File: src/hdl/lfr_pkg.sv
// shared types, widths and command codes for the lru frame replacer
package lfr_pkg;

   localparam int ID_W  = 6;
   localparam int CNT_W = 7;
   localparam int CMD_W = 2;
   localparam int CSR_W = 7;

   localparam int MAX_FRAMES_DEF = 64;

   localparam logic [CSR_W-1:0] ACTIVE_RESET = 7'd64;

   // largest list size that the id space allows
   localparam logic [CNT_W-1:0] SIZE_CAP = CNT_W'(2 ** ID_W);

   localparam logic [CMD_W-1:0] CMD_VICTIM = 2'd0;
   localparam logic [CMD_W-1:0] CMD_PIN    = 2'd1;
   localparam logic [CMD_W-1:0] CMD_UNPIN  = 2'd2;

   typedef logic [ID_W-1:0]  frame_id_type;
   typedef logic [CNT_W-1:0] count_type;

endpackage

File: src/hdl/lfr_ram.sv
// generic simple dual port ram with registered read
module lfr_ram #(
   parameter int WIDTH = 8,
   parameter int DEPTH = 64
) (
   input  logic                     clock,
   input  logic                     wr_en,
   input  logic [$clog2(DEPTH)-1:0] wr_addr,
   input  logic [WIDTH-1:0]         wr_data,
   input  logic [$clog2(DEPTH)-1:0] rd_addr,
   output logic [WIDTH-1:0]         rd_data
);

   logic [WIDTH-1:0] mem [DEPTH];
   logic [WIDTH-1:0] rd_data_ff;

   always_ff @(posedge clock) begin
      if (wr_en) begin
         mem[wr_addr] <= wr_data;
      end
      rd_data_ff <= mem[rd_addr];
   end

   assign rd_data = rd_data_ff;

endmodule

File: src/hdl/lru_frame_replacer_top.sv
// lru frame replacer: doubly linked eviction list held in two rams
// result: the strobe is registered from the exec state, which follows the read state, or from the fix state
//   for a pin that unlinks a frame other than the newest one
// sequence: a request goes through accept, ram read and update before the next is taken, such a pin
//   adds a fix step, as its second back-link write needs a cycle of its own on the single write port
// reset: synchronous; afterwards busy stays high while a sweep clears the listed bit of
//   every frame, csr writes are taken throughout
// the receiver cannot stall: each result is shown for exactly one cycle
module lru_frame_replacer_top #(
   parameter int MAX_FRAMES = lfr_pkg::MAX_FRAMES_DEF
) (
   input  logic                      clock,
   input  logic                      reset,
   // request channel
   input  logic                      start,
   output logic                      busy,
   input  logic [lfr_pkg::CMD_W-1:0] req_cmd,
   input  logic [lfr_pkg::ID_W-1:0]  req_frame_id,
   // result channel
   output logic                      rsp_strobe,
   output logic                      rsp_changed,
   output logic [lfr_pkg::ID_W-1:0]  rsp_victim_frame,
   output logic [lfr_pkg::CNT_W-1:0] rsp_list_size,
   // configuration
   input  logic                      csr_wr_en,
   input  logic [lfr_pkg::CSR_W-1:0] csr_wr_data
);

   import lfr_pkg::*;

   localparam int AW    = $clog2(MAX_FRAMES);
   localparam int BACK_W = ID_W + 1;   // listed bit plus back link

   // sequencer states
   localparam logic [2:0] S_CLEAR = 3'd0;
   localparam logic [2:0] S_IDLE  = 3'd1;
   localparam logic [2:0] S_READ  = 3'd2;
   localparam logic [2:0] S_EXEC  = 3'd3;
   localparam logic [2:0] S_FIX   = 3'd4;

   localparam logic [AW-1:0] LAST_ADDR = AW'(MAX_FRAMES - 1);

   // map a frame id onto a ram address (ids beyond the depth are filtered first)
   function automatic logic [AW-1:0] to_addr(input frame_id_type v);
      to_addr = AW'({{AW{1'b0}}, v});
   endfunction

   logic [2:0]       state_ff, state_in;
   logic [CMD_W-1:0] cmd_ff, cmd_in;
   frame_id_type     id_ff, id_in;
   frame_id_type     head_ff, head_in;
   frame_id_type     tail_ff, tail_in;
   count_type        count_ff, count_in;
   logic [CSR_W-1:0] active_ff;
   logic [AW-1:0]    clr_ff, clr_in;
   frame_id_type     link_ff, link_in;     // forward link of a frame being unlinked
   frame_id_type     back_ff, back_in;     // back link of a frame being unlinked

   logic             rsp_strobe_ff, rsp_fire;
   logic             rsp_changed_ff, rsp_changed_in;
   frame_id_type     rsp_victim_ff, rsp_victim_in;
   count_type        rsp_size_ff;

   // forward link ram: next newer frame
   logic             next_we;
   logic [AW-1:0]    next_waddr;
   frame_id_type     next_wdata;
   frame_id_type     next_rd;
   // back link ram: {listed, next older frame}
   logic             back_we;
   logic [AW-1:0]    back_waddr;
   logic [BACK_W-1:0] back_wdata;
   logic [BACK_W-1:0] back_rd;
   logic [AW-1:0]    rd_addr;

   logic             id_in_range;
   logic             rd_listed;
   frame_id_type     rd_back;
   logic             unpin_ok;

   // victim walks from the oldest end, pin and unpin look at their own frame
   assign rd_addr = (cmd_ff == CMD_VICTIM) ? to_addr(head_ff) : to_addr(id_ff);

   lfr_ram #(
      .WIDTH (ID_W),
      .DEPTH (MAX_FRAMES)
   ) u_next_ram (
      .clock   (clock),
      .wr_en   (next_we),
      .wr_addr (next_waddr),
      .wr_data (next_wdata),
      .rd_addr (rd_addr),
      .rd_data (next_rd)
   );

   lfr_ram #(
      .WIDTH (BACK_W),
      .DEPTH (MAX_FRAMES)
   ) u_back_ram (
      .clock   (clock),
      .wr_en   (back_we),
      .wr_addr (back_waddr),
      .wr_data (back_wdata),
      .rd_addr (rd_addr),
      .rd_data (back_rd)
   );

   assign id_in_range = 32'(id_ff) < 32'(MAX_FRAMES);
   assign rd_listed   = back_rd[ID_W];
   assign rd_back     = back_rd[ID_W-1:0];

   // unpin: below the active limit, inside the ram, not yet listed and room left
   assign unpin_ok = ({1'b0, id_ff} < active_ff) && id_in_range && !rd_listed
                     && (32'(count_ff) < 32'(MAX_FRAMES));

   always_comb begin
      state_in       = state_ff;
      cmd_in         = cmd_ff;
      id_in          = id_ff;
      head_in        = head_ff;
      tail_in        = tail_ff;
      count_in       = count_ff;
      clr_in         = clr_ff;
      link_in        = link_ff;
      back_in        = back_ff;
      rsp_fire       = 1'b0;
      rsp_changed_in = 1'b0;
      rsp_victim_in  = '0;
      next_we        = 1'b0;
      next_waddr     = to_addr(tail_ff);
      next_wdata     = id_ff;
      back_we        = 1'b0;
      back_waddr     = to_addr(id_ff);
      back_wdata     = '0;

      case (state_ff)
         S_CLEAR: begin
            // sweep every frame to not listed
            back_we    = 1'b1;
            back_waddr = clr_ff;
            back_wdata = '0;
            clr_in     = clr_ff + 1'b1;
            if (clr_ff == LAST_ADDR) begin
               state_in = S_IDLE;
            end
         end
         S_IDLE: begin
            if (start) begin
               cmd_in   = req_cmd;
               id_in    = req_frame_id;
               state_in = S_READ;
            end
         end
         S_READ: begin
            // ram read in flight
            state_in = S_EXEC;
         end
         S_EXEC: begin
            rsp_fire = 1'b1;
            state_in = S_IDLE;
            case (cmd_ff)
               CMD_VICTIM: begin
                  if (count_ff != '0) begin
                     back_we        = 1'b1;
                     back_waddr     = to_addr(head_ff);
                     back_wdata     = '0;
                     head_in        = next_rd;
                     count_in       = count_ff - 1'b1;
                     rsp_changed_in = 1'b1;
                     rsp_victim_in  = head_ff;
                  end
               end
               CMD_PIN: begin
                  if (id_in_range && rd_listed) begin
                     back_we        = 1'b1;
                     back_waddr     = to_addr(id_ff);
                     back_wdata     = {1'b0, rd_back};
                     count_in       = count_ff - 1'b1;
                     rsp_changed_in = 1'b1;
                     link_in        = next_rd;
                     back_in        = rd_back;
                     // older neighbour skips over the frame
                     if (id_ff != head_ff) begin
                        next_we    = 1'b1;
                        next_waddr = to_addr(rd_back);
                        next_wdata = next_rd;
                     end else begin
                        head_in = next_rd;
                     end
                     // newer neighbour needs its back link fixed in the fix state
                     if (id_ff == tail_ff) begin
                        tail_in = rd_back;
                     end else begin
                        rsp_fire = 1'b0;
                        state_in = S_FIX;
                     end
                  end
               end
               CMD_UNPIN: begin
                  if (unpin_ok) begin
                     back_we    = 1'b1;
                     back_waddr = to_addr(id_ff);
                     back_wdata = {1'b1, tail_ff};
                     if (count_ff != '0) begin
                        next_we    = 1'b1;
                        next_waddr = to_addr(tail_ff);
                        next_wdata = id_ff;
                     end else begin
                        head_in = id_ff;
                     end
                     tail_in        = id_ff;
                     count_in       = count_ff + 1'b1;
                     rsp_changed_in = 1'b1;
                  end
               end
               default: begin
                  // unknown command leaves the list alone
               end
            endcase
         end
         S_FIX: begin
            back_we        = 1'b1;
            back_waddr     = to_addr(link_ff);
            back_wdata     = {1'b1, back_ff};
            rsp_fire       = 1'b1;
            rsp_changed_in = 1'b1;
            state_in       = S_IDLE;
         end
         default: begin
            state_in = S_IDLE;
         end
      endcase
   end

   // control state
   always_ff @(posedge clock) begin
      if (reset) begin
         state_ff      <= S_CLEAR;
         clr_ff        <= '0;
         count_ff      <= '0;
         active_ff     <= ACTIVE_RESET;
         rsp_strobe_ff <= 1'b0;
      end else begin
         state_ff      <= state_in;
         clr_ff        <= clr_in;
         count_ff      <= count_in;
         rsp_strobe_ff <= rsp_fire;
         if (csr_wr_en) begin
            active_ff <= csr_wr_data;
         end
      end
   end

   // payload and list pointers without reset; the pointers are meaningful only while count is non-zero
   always_ff @(posedge clock) begin
      cmd_ff         <= cmd_in;
      id_ff          <= id_in;
      head_ff        <= head_in;
      tail_ff        <= tail_in;
      link_ff        <= link_in;
      back_ff        <= back_in;
      rsp_changed_ff <= rsp_changed_in;
      rsp_victim_ff  <= rsp_victim_in;
      rsp_size_ff    <= count_in;
   end

   assign busy             = (state_ff != S_IDLE);
   assign rsp_strobe       = rsp_strobe_ff;
   assign rsp_changed      = rsp_changed_ff;
   assign rsp_victim_frame = rsp_victim_ff;
   assign rsp_list_size    = rsp_size_ff;

endmodule

File: config.mk
export PLATFORM = sky130hd
export DESIGN_NAME = lru_frame_replacer_top
export DESIGN_NICKNAME = d
export VERILOG_FILES = /design/src/hdl/lfr_pkg.sv /design/src/hdl/lfr_ram.sv /design/src/hdl/lru_frame_replacer_top.sv
export SDC_FILE = /design/constraint.sdc
export NUM_CORES = 1
export LEC_CHECK = 0
export BUFFER_PORTS_ARGS = -buffer_cell sky130_fd_sc_hd__buf_2
export CORE_MARGIN = 1
export CORE_UTILIZATION = 45
export CTS_CLUSTER_SIZE = 25
export DETAILED_ROUTE_END_ITERATION = 10
export GPL_ROUTABILITY_DRIVEN = 0
export GPL_TIMING_DRIVEN = 0
export HOLD_SLACK_MARGIN = 0.02
export PLACE_DENSITY = 0.7
export SLEW_MARGIN = 20
export SYNTH_ARGS = -nofsm -noshare
export SYNTH_HDL_FRONTEND = slang
export SYNTH_HIERARCHICAL = 1
export SYNTH_SLANG_ARGS = --single-unit
File: constraint.sdc
create_clock -name clock -period 9.8 [get_ports clock]
set_input_delay 1.96 -clock clock [delete_from_list [all_inputs] [get_ports clock]]
set_output_delay 1.96 -clock clock [all_outputs]
set_load 0.02 [all_outputs]
==> results of run 1 <==
==> cell families after synthesis <==
family	count (synthesis)	synth area share [%]
AOI/OAI and AO/OA	191	3.63
buffers and inverters	128	1.99
xor gates and xnor gates	17	0.404
muxes	293	15.2
adders and majority gates	12	0.407
and+or+nand+nor	384	5.29
DFF	915	73.1
==> power breakdown <==
part           internal, mW  switching [mW]
clock                  1.95            1.42
sequential             4.23         0.00540
combinational        0.0181          0.0362
==> state kept, by name, indices dropped and copies added (netlist names), 3 cells and up <==
signal              flops
u_back_ram/mem        448
u_next_ram/mem        384
active_ff               7
count_ff                7
rsp_list_size           7
u_back_ram/rd_data      7
back_ff                 6
clr_ff                  6
head_ff                 6
id_ff                   6
link_ff                 6
rsp_victim_frame        6
tail_ff                 6
u_next_ram/rd_data      6
state_ff                3
==> per-layer routing <==
layer  part of all wire (%)  GRT usage, %  up-vias  wire, um
li1                       -             -     8208         -
met1                     40          29.0    10200     34300
met2                     48          33.8      963     41600
met3                    8.9          3.78      144      7680
met4                    2.9          6.63        0      2500
met5                      0             0        -         0
==> worst paths after layout <==
| path | cells past startpoint | endpoint | startpoint |
|---|---|---|---|
| hold / removal | 0 | link_ff[4] | u_next_ram/rd_data[4] |
| setup reg to reg | 11 | u_next_ram/mem[48][3] | cmd_ff[1] |
| hold reg to reg | 0 | link_ff[4] | u_next_ram/rd_data[4] |
| setup / recovery | 11 | u_next_ram/mem[48][3] | cmd_ff[1] |
==> cell usage in the layout (no fill, tap or decap), drive strengths merged, types with 13 or more instances in the layout <==
cell    instances
or3            13
edfxtp        864
mux2           35
nand3          28
nor3           24
a21oi          29
dfxtp          51
and3           16
o22ai          44
nor2          174
clkbuf        167
o21ai          24
nand3b         14
inv            17
nand2          36
mux4          205
buf            95
clkinv         31
nand2b         14
a211oi         14
mux2i          53
o221ai         14
a22oi          15
nor2b          13
==> final cells by class <==
cell class                      count  share of cell area (%)
Clock inverter                     45                    1.26
Multi-Input combinational cell    897                    22.3
Tap cell                         1060                    3.20
Inverter                           14                   0.127
Buffer                            114                    1.64
Sequential cell                   915                    65.1
Antenna cell                        1                 0.00604
Timing Repair Buffer               36                   0.616
Clock buffer                      112                    5.71
==> metrics by stage <==
step / hold slack, ns / instances / setup WS, ns / utilization [%]
after global routing: 0.483 / 3194 / 4.98 / 51.2
after CTS: 0.478 / 3193 / 4.96 / 51.2
final: 0.475 / 3194 / 5.27 / 51.2
after global placement: 0.460 / 3032 / 5.24 / 47.5
after floorplan: 0.427 / 1940 / 6.20 / -
after detailed placement: 0.459 / 3036 / 5.01 / 47.7
==> summary.txt, run 1 <==
STA
  – Number of setup violations in the final report: 0
  – Final Hold Viols: 0
  – Least-Margin Pin Slew: about 1.1 ns
  – Rel. slew slack: 23.2%
  – RSZ-0062 raised after global routing: no
  – Max Slew Vio Count: 0
  – Setup TNS after final layout: 0 ns
  – Minimum clock period after layout: ~4.5 ns
  – Fin crit share: 46.2%
  – Fmax: around 220 MHz
  – Worst Skew: between 0.05 and 0.06 ns

Synth
  – Top_reg_cell synth: edfxtp_1
  – Post-synthesis cell area: 0.0369 mm2
  – Syn_nets: 1971
  – FFs w/ async S/R, synth: 0%
  – Post-synth top area cell: edfxtp_1
  – Area contributors post-synth: edfxtp_1 70%, mux4_2 12%, dfxtp_1 2.8%
  – Most instantiated cells after synthesis: 864 x edfxtp_1, 199 x mux4_2, 174 x nor2_1
  – Syn Area/Cell: 19.0 um2
  – Cell count after synthesis: roughly 1.9k
  – Post-synthesis sequential area ratio: 73.1%
  – Count leader, synth: edfxtp_1
  – Synth Register Bits: 915
  – Yosys warns: 6
  – Post-synth top area share: between 70 and 80%
  – Post-synth EDFFs: ~860
  – Cell variety after synth: 78

Floorplanning
  – Die height: slightly below 300 um
  – Die width: 288 um
  – Ports: 35
  – Starting Density: 45.7%
  – CORE AREA: a little over 0.08 mm2
  – Die ar.: just over 0.08 mm2
  – Cell row count: 104

Run status
  – Status: complete, but fails checks
  – Violated checks: design-rule violations

Setup path
  – WP data arrival: 4.78 ns
  – Crit path cell chain: inv_1 -> ha_1 -> nand2_1 -> nor2_2 -> nand2_2 -> buf_12 -> mux2_4 -> clkbuf_1 -> nor2b_1 -> nand4b_1 -> nor3_1
  – Setup CP Type: reg2reg
  – Startpoint types: flop
  – Top delay family on crit path: simple AND/OR/NAND/NOR gates
  – FF-to-FF setup slack: 5.27 ns
  – Crit-path max FO: 13
  – Crit. End Element: flop
  – Worst endpoint required time: 10.05 ns
  – CP bufs+invs: 3
  – Worst path max stage delay: 0.95 ns
  – Slowest-stage cell, CP: nor3_1

Clock network
  – CTS tree: yes
  – H-tree Lvls: 3
  – Clock latency at the later pin of the worst-skew pair: roughly 0.66 ns
  – TritonCTS buffer count: ~90
  – Clock root cell: clkbuf_16
  – CTS clk-pin slew, worst paths: 0.06 ns
  – Clock sink count: roughly 920
  – Max clock buf depth: 3
  – Hold_buf cts: 0
  – Post-CTS setup buffer count: 0
  – Post-CTS sizing: 0

Global routing
  – Total Routing Usage GR: about a fifth
  – Global-route wire length before repair: 127000 um
  – Initial antenna violation count: 2
  – Grt ovf: 0
  – Largest net degree at the start of global routing: 65
  – Vias in the first global route: 19.4k

Placement
  – Placed Area: around 0.039 mm2
  – PortBufs: 32
  – Post-DP HPWL: 56900 um

Cells and area
  – Layout fillers: 6237
  – Share of cells above drive strength 1: 23.2%
  – Area Growth Syn to Fin: 12.3%
  – Multi-input gate area: 0.00924 mm2
  – Design Area, Final: 0.0414 mm2
  – Storage element area: ~0.027 mm2
  – Final #Nets: 2097

Routing
  – Initial detailed-routing violation count: 2391
  – Wire length per cell: around 27 um
  – Vias per cell: 6.11
  – Total wire length: 86100 um
  – DRT antenna net count: 0
  – Vias: 19.5k
  – DRC: 3
  – Detailed Routing Iterations Pass 1: 9

Power
  – Total Power: 7.66 mW
  – Power Density: 185 mW/mm2
  – Leak pwr: between 10 and 15 nW
  – Max VDD drop: 169 uV

Run
  – Max-cap violations: 0

Hold path
  – Worst min-delay path category: reg2reg
Power figures use the tool's default switching activity.
==> run 2, diff against run 1 <==
--- a/config.mk
+++ b/config.mk
@@ -13,7 +13,7 @@
 export GPL_ROUTABILITY_DRIVEN = 0
 export GPL_TIMING_DRIVEN = 0
 export HOLD_SLACK_MARGIN = 0.02
-export PLACE_DENSITY = 0.7
+export PLACE_DENSITY = 0.72
 export SLEW_MARGIN = 20
 export SYNTH_ARGS = -nofsm -noshare
 export SYNTH_HDL_FRONTEND = slang
==> constraint.sdc (replaced) <==
create_clock -name clock -period 3.7 [get_ports clock]
set_input_delay 0.74 -clock clock [delete_from_list [all_inputs] [get_ports clock]]
set_output_delay 0.74 -clock clock [all_outputs]
set_load 0.02 [all_outputs]
==> run 2 against run 1 <==
Against the previous run: the flow still finishes with violations (design-rule violations); routed wire length is 0.61% higher; non-clock buffer count is 8 higher; die area stayed put; critical path type unchanged.
==> summary.txt, run 2 (synthesized netlist as in run 1, its figures left out) <==
Floorplanning
  – Starting Density: 45.7% (unchanged)
  – Die height: 288 um (unchanged)
  – CORE AREA: 0.0808 mm2 (unchanged)
  – Cell row count: 104 (unchanged)
  – Die ar.: 0.0831 mm2 (unchanged)
  – Die width: 288 um (unchanged)
  – Ports: 35 (unchanged)

Clock network
  – Clock latency at the later pin of the worst-skew pair: 0.64 ns (was 0.66 ns)
  – CTS clk-pin slew, worst paths: 0.06 ns (about the same)
  – Clock root cell: clkbuf_16 (unchanged)
  – TritonCTS buffer count: 88 (unchanged)
  – Max clock buf depth: 3 (unchanged)
  – Clock sink count: 915 (unchanged)
  – CTS tree: yes (unchanged)
  – H-tree Lvls: 3 (unchanged)

Routing
  – Wire length per cell: 27.0 um (about the same)
  – DRT antenna net count: 0 (unchanged)
  – Initial detailed-routing violation count: 2197 (was 2391)
  – DRC: 3 (unchanged)
  – Vias: 19.5k (about the same)
  – Vias per cell: 6.09 (was 6.11)
  – Detailed Routing Iterations Pass 1: 11 (was 9)
  – Total wire length: 86600 um (was 86100 um)

Cells and area
  – Design Area, Final: 0.0423 mm2 (was 0.0414 mm2)
  – Storage element area: 0.0270 mm2 (unchanged)
  – Final #Nets: 2105 (was 2097)
  – Post-Route Utilization: 52.4% (was 51.2%)
  – Reg with most FFs: u_back_ram/mem (unchanged)
  – Commonest cells after routing, fill and taps aside: 864 x edfxtp_1, 199 x mux4_2, 93 x nor2_4 (was 864 x edfxtp_1, 199 x mux4_2, 173 x nor2_1)
  – Layout fillers: 6098 (was 6237)
  – Area Growth Syn to Fin: 14.8% (was 12.3%)
  – Multi-input gate area: 0.0101 mm2 (was 0.00924 mm2)
  – Leading cell type in the layout, fill and taps excluded: edfxtp_1 (unchanged)
  – Share of cells above drive strength 1: 31.0% (was 23.2%)
  – ANT cells: 0 (was 1)
  – Largest register FFs: 448 (unchanged)
  – Largest regs: u_back_ram/mem x448, u_next_ram/mem x384 (unchanged)

Power
  – Clock power share: 42.7% (was 44.0%)
  – Total Power: 19.9 mW (was 7.66 mW)
  – Max VDD drop: 360 uV (was 169 uV)
  – Power Density: 469 mW/mm2 (was 185 mW/mm2)
  – Part of the power in registers: 56.4% (was 55.3%)
  – P_sw: 3.98 mW (was 1.46 mW)
  – Leak pwr: 12.4 nW (was 12.3 nW)
  – Comb pwr share: 0.9% (was 0.7%)
  – Sw frac: 20.0% (was 19.1%)
  – Int Power: 15.9 mW (was 6.20 mW)

Global routing
  – Vias in the first global route: 19.7k (was 19.4k)
  – Global-route wire length before repair: 127000 um (about the same)
  – Largest net degree at the start of global routing: 65 (unchanged)
  – Initial antenna violation count: 1 (was 2)
  – Grt ovf: 0 (unchanged)
  – Total Routing Usage GR: 20.9% (was 21.0%)

STA
  – RSZ-0062 raised after global routing: yes (was no)
  – Max Slew Vio Count: 0 (unchanged)
  – Worst Skew: 0.0373 ns (was 0.0531 ns)
  – Rel. slew slack: 38.0% (was 23.2%)
  – Fmax: 272 MHz (was 221 MHz)
  – Fin crit share: 99.5% (was 46.2%)
  – WHS: 0.281 ns (was 0.475 ns)
  – Minimum clock period after layout: 3.68 ns (was 4.53 ns)
  – Final Hold Viols: 0 (unchanged)
  – Number of setup violations in the final report: 0 (unchanged)
  – Least-Margin Pin Slew: 0.925 ns (was 1.14 ns)
  – Setup TNS after final layout: 0 ns (unchanged)

Setup path
  – Startpoint types: flop (unchanged)
  – Worst endpoint required time: 4.19 ns (was 10.05 ns)
  – Crit-path max FO: 14 (was 13)
  – WP data arrival: 4.17 ns (was 4.78 ns)
  – Crit. End Element: flop (unchanged)
  – Setup CP Type: reg2reg (unchanged)

Run status
  – Status: complete, but fails checks (unchanged)
  – Violated checks: design-rule violations (unchanged)

Hold path
  – Worst min-delay path category: in2reg (was reg2reg)

Placement
  – PortBufs: 32 (unchanged)
  – Placed Area: 0.0385 mm2 (about the same)
  – Post-DP HPWL: 56700 um (was 56900 um)

Run
  – Max-cap violations: 0 (unchanged)
==> run 2: cell count changes in the layout (fill, tap and decap cells not counted), moves of 6 or more <==
cell	previous run	this run
nand3_1	27	21
bufinv_16	9	3
nor2_2	1	30
clkinv_1	15	23
buf_4	8	22
nor2_4	0	93
clkbuf_1	69	47
clkbuf_2	1	12
nor2_1	173	51
==> run 2: cell type report <==
cell class                      instances  share of cell area [%]
Timing Repair Buffer                   54                    1.08
Inverter                               14                   0.124
Clock buffer                          106                    5.36
Buffer                                104                    1.57
Tap cell                             1060                    3.13
Multi-Input combinational cell        897                    24.0
Sequential cell                       915                    63.7
Clock inverter                         56                    1.11
==> run 2: worst paths after layout <==
| check | from | end | slack (ns) | cells after the start |
|---|---|---|---|---|
| worst max register to register | cmd_ff[0] | u_back_ram/rd_data[3] | 0.02 | 10 |
| worst min register to register | u_next_ram/rd_data[4] | link_ff[4] | 0.48 | 0 |
| worst min-delay path | req_frame_id[4] | id_ff[4] | 0.28 | 1 |
| worst max-delay path | cmd_ff[0] | u_back_ram/rd_data[3] | 0.02 | 10 |
==> run 2: critical path: stages (launching register included) <==
cell	delay, ns
edfxtp_1	0.42
inv_1	0.11
ha_1	0.14
buf_2	0.26
mux2_2	0.55
clkbuf_1	0.46
clkbuf_1	0.49
nand3_1	0.32
o22ai_1	0.34
a211oi_1	0.13
a32o_1	0.31
==> run 2: power by group through the flow <==
stage          combinational [mW]  sequential (mW)  clock (mW)
3_5_place_dp                0.141             11.4           0
4_1_cts                     0.168             11.2        8.60
5_1_grt                     0.192             11.2        8.94
3_3_place_gp                0.136             11.4           0
6_report                    0.184             11.2        8.48
2_1_floorplan              0.0869             11.4           0
==> run 2: per-stage QoR <==
step,worst slack (ns),cells
2_1_floorplan,0.0973,1940
3_3_place_gp,-0.829,3032
3_5_place_dp,-1.12,3037
4_1_cts,-0.0205,3204
5_1_grt,-0.127,3206
6_report,0.0169,3206
==> run 2: routing by layer <==
| layer | GRT usage, % | vias up | wire length [um] |
|---|---|---|---|
| li1 | - | 8226 | - |
| met3 | 3.60 | 185 | 7390 |
| met4 | 7.87 | 0 | 3110 |
| met1 | 28.2 | 10100 | 33700 |
| met5 | 0 | - | 0 |
| met2 | 34.0 | 974 | 42500 |
==> run 2: timing repair <==
item	CTS	global route
pin swaps	7	5
buffers inserted	10	7
endpoints found under the setup margin	880	784
gates resized for setup	179	98
hold buffers	0	0
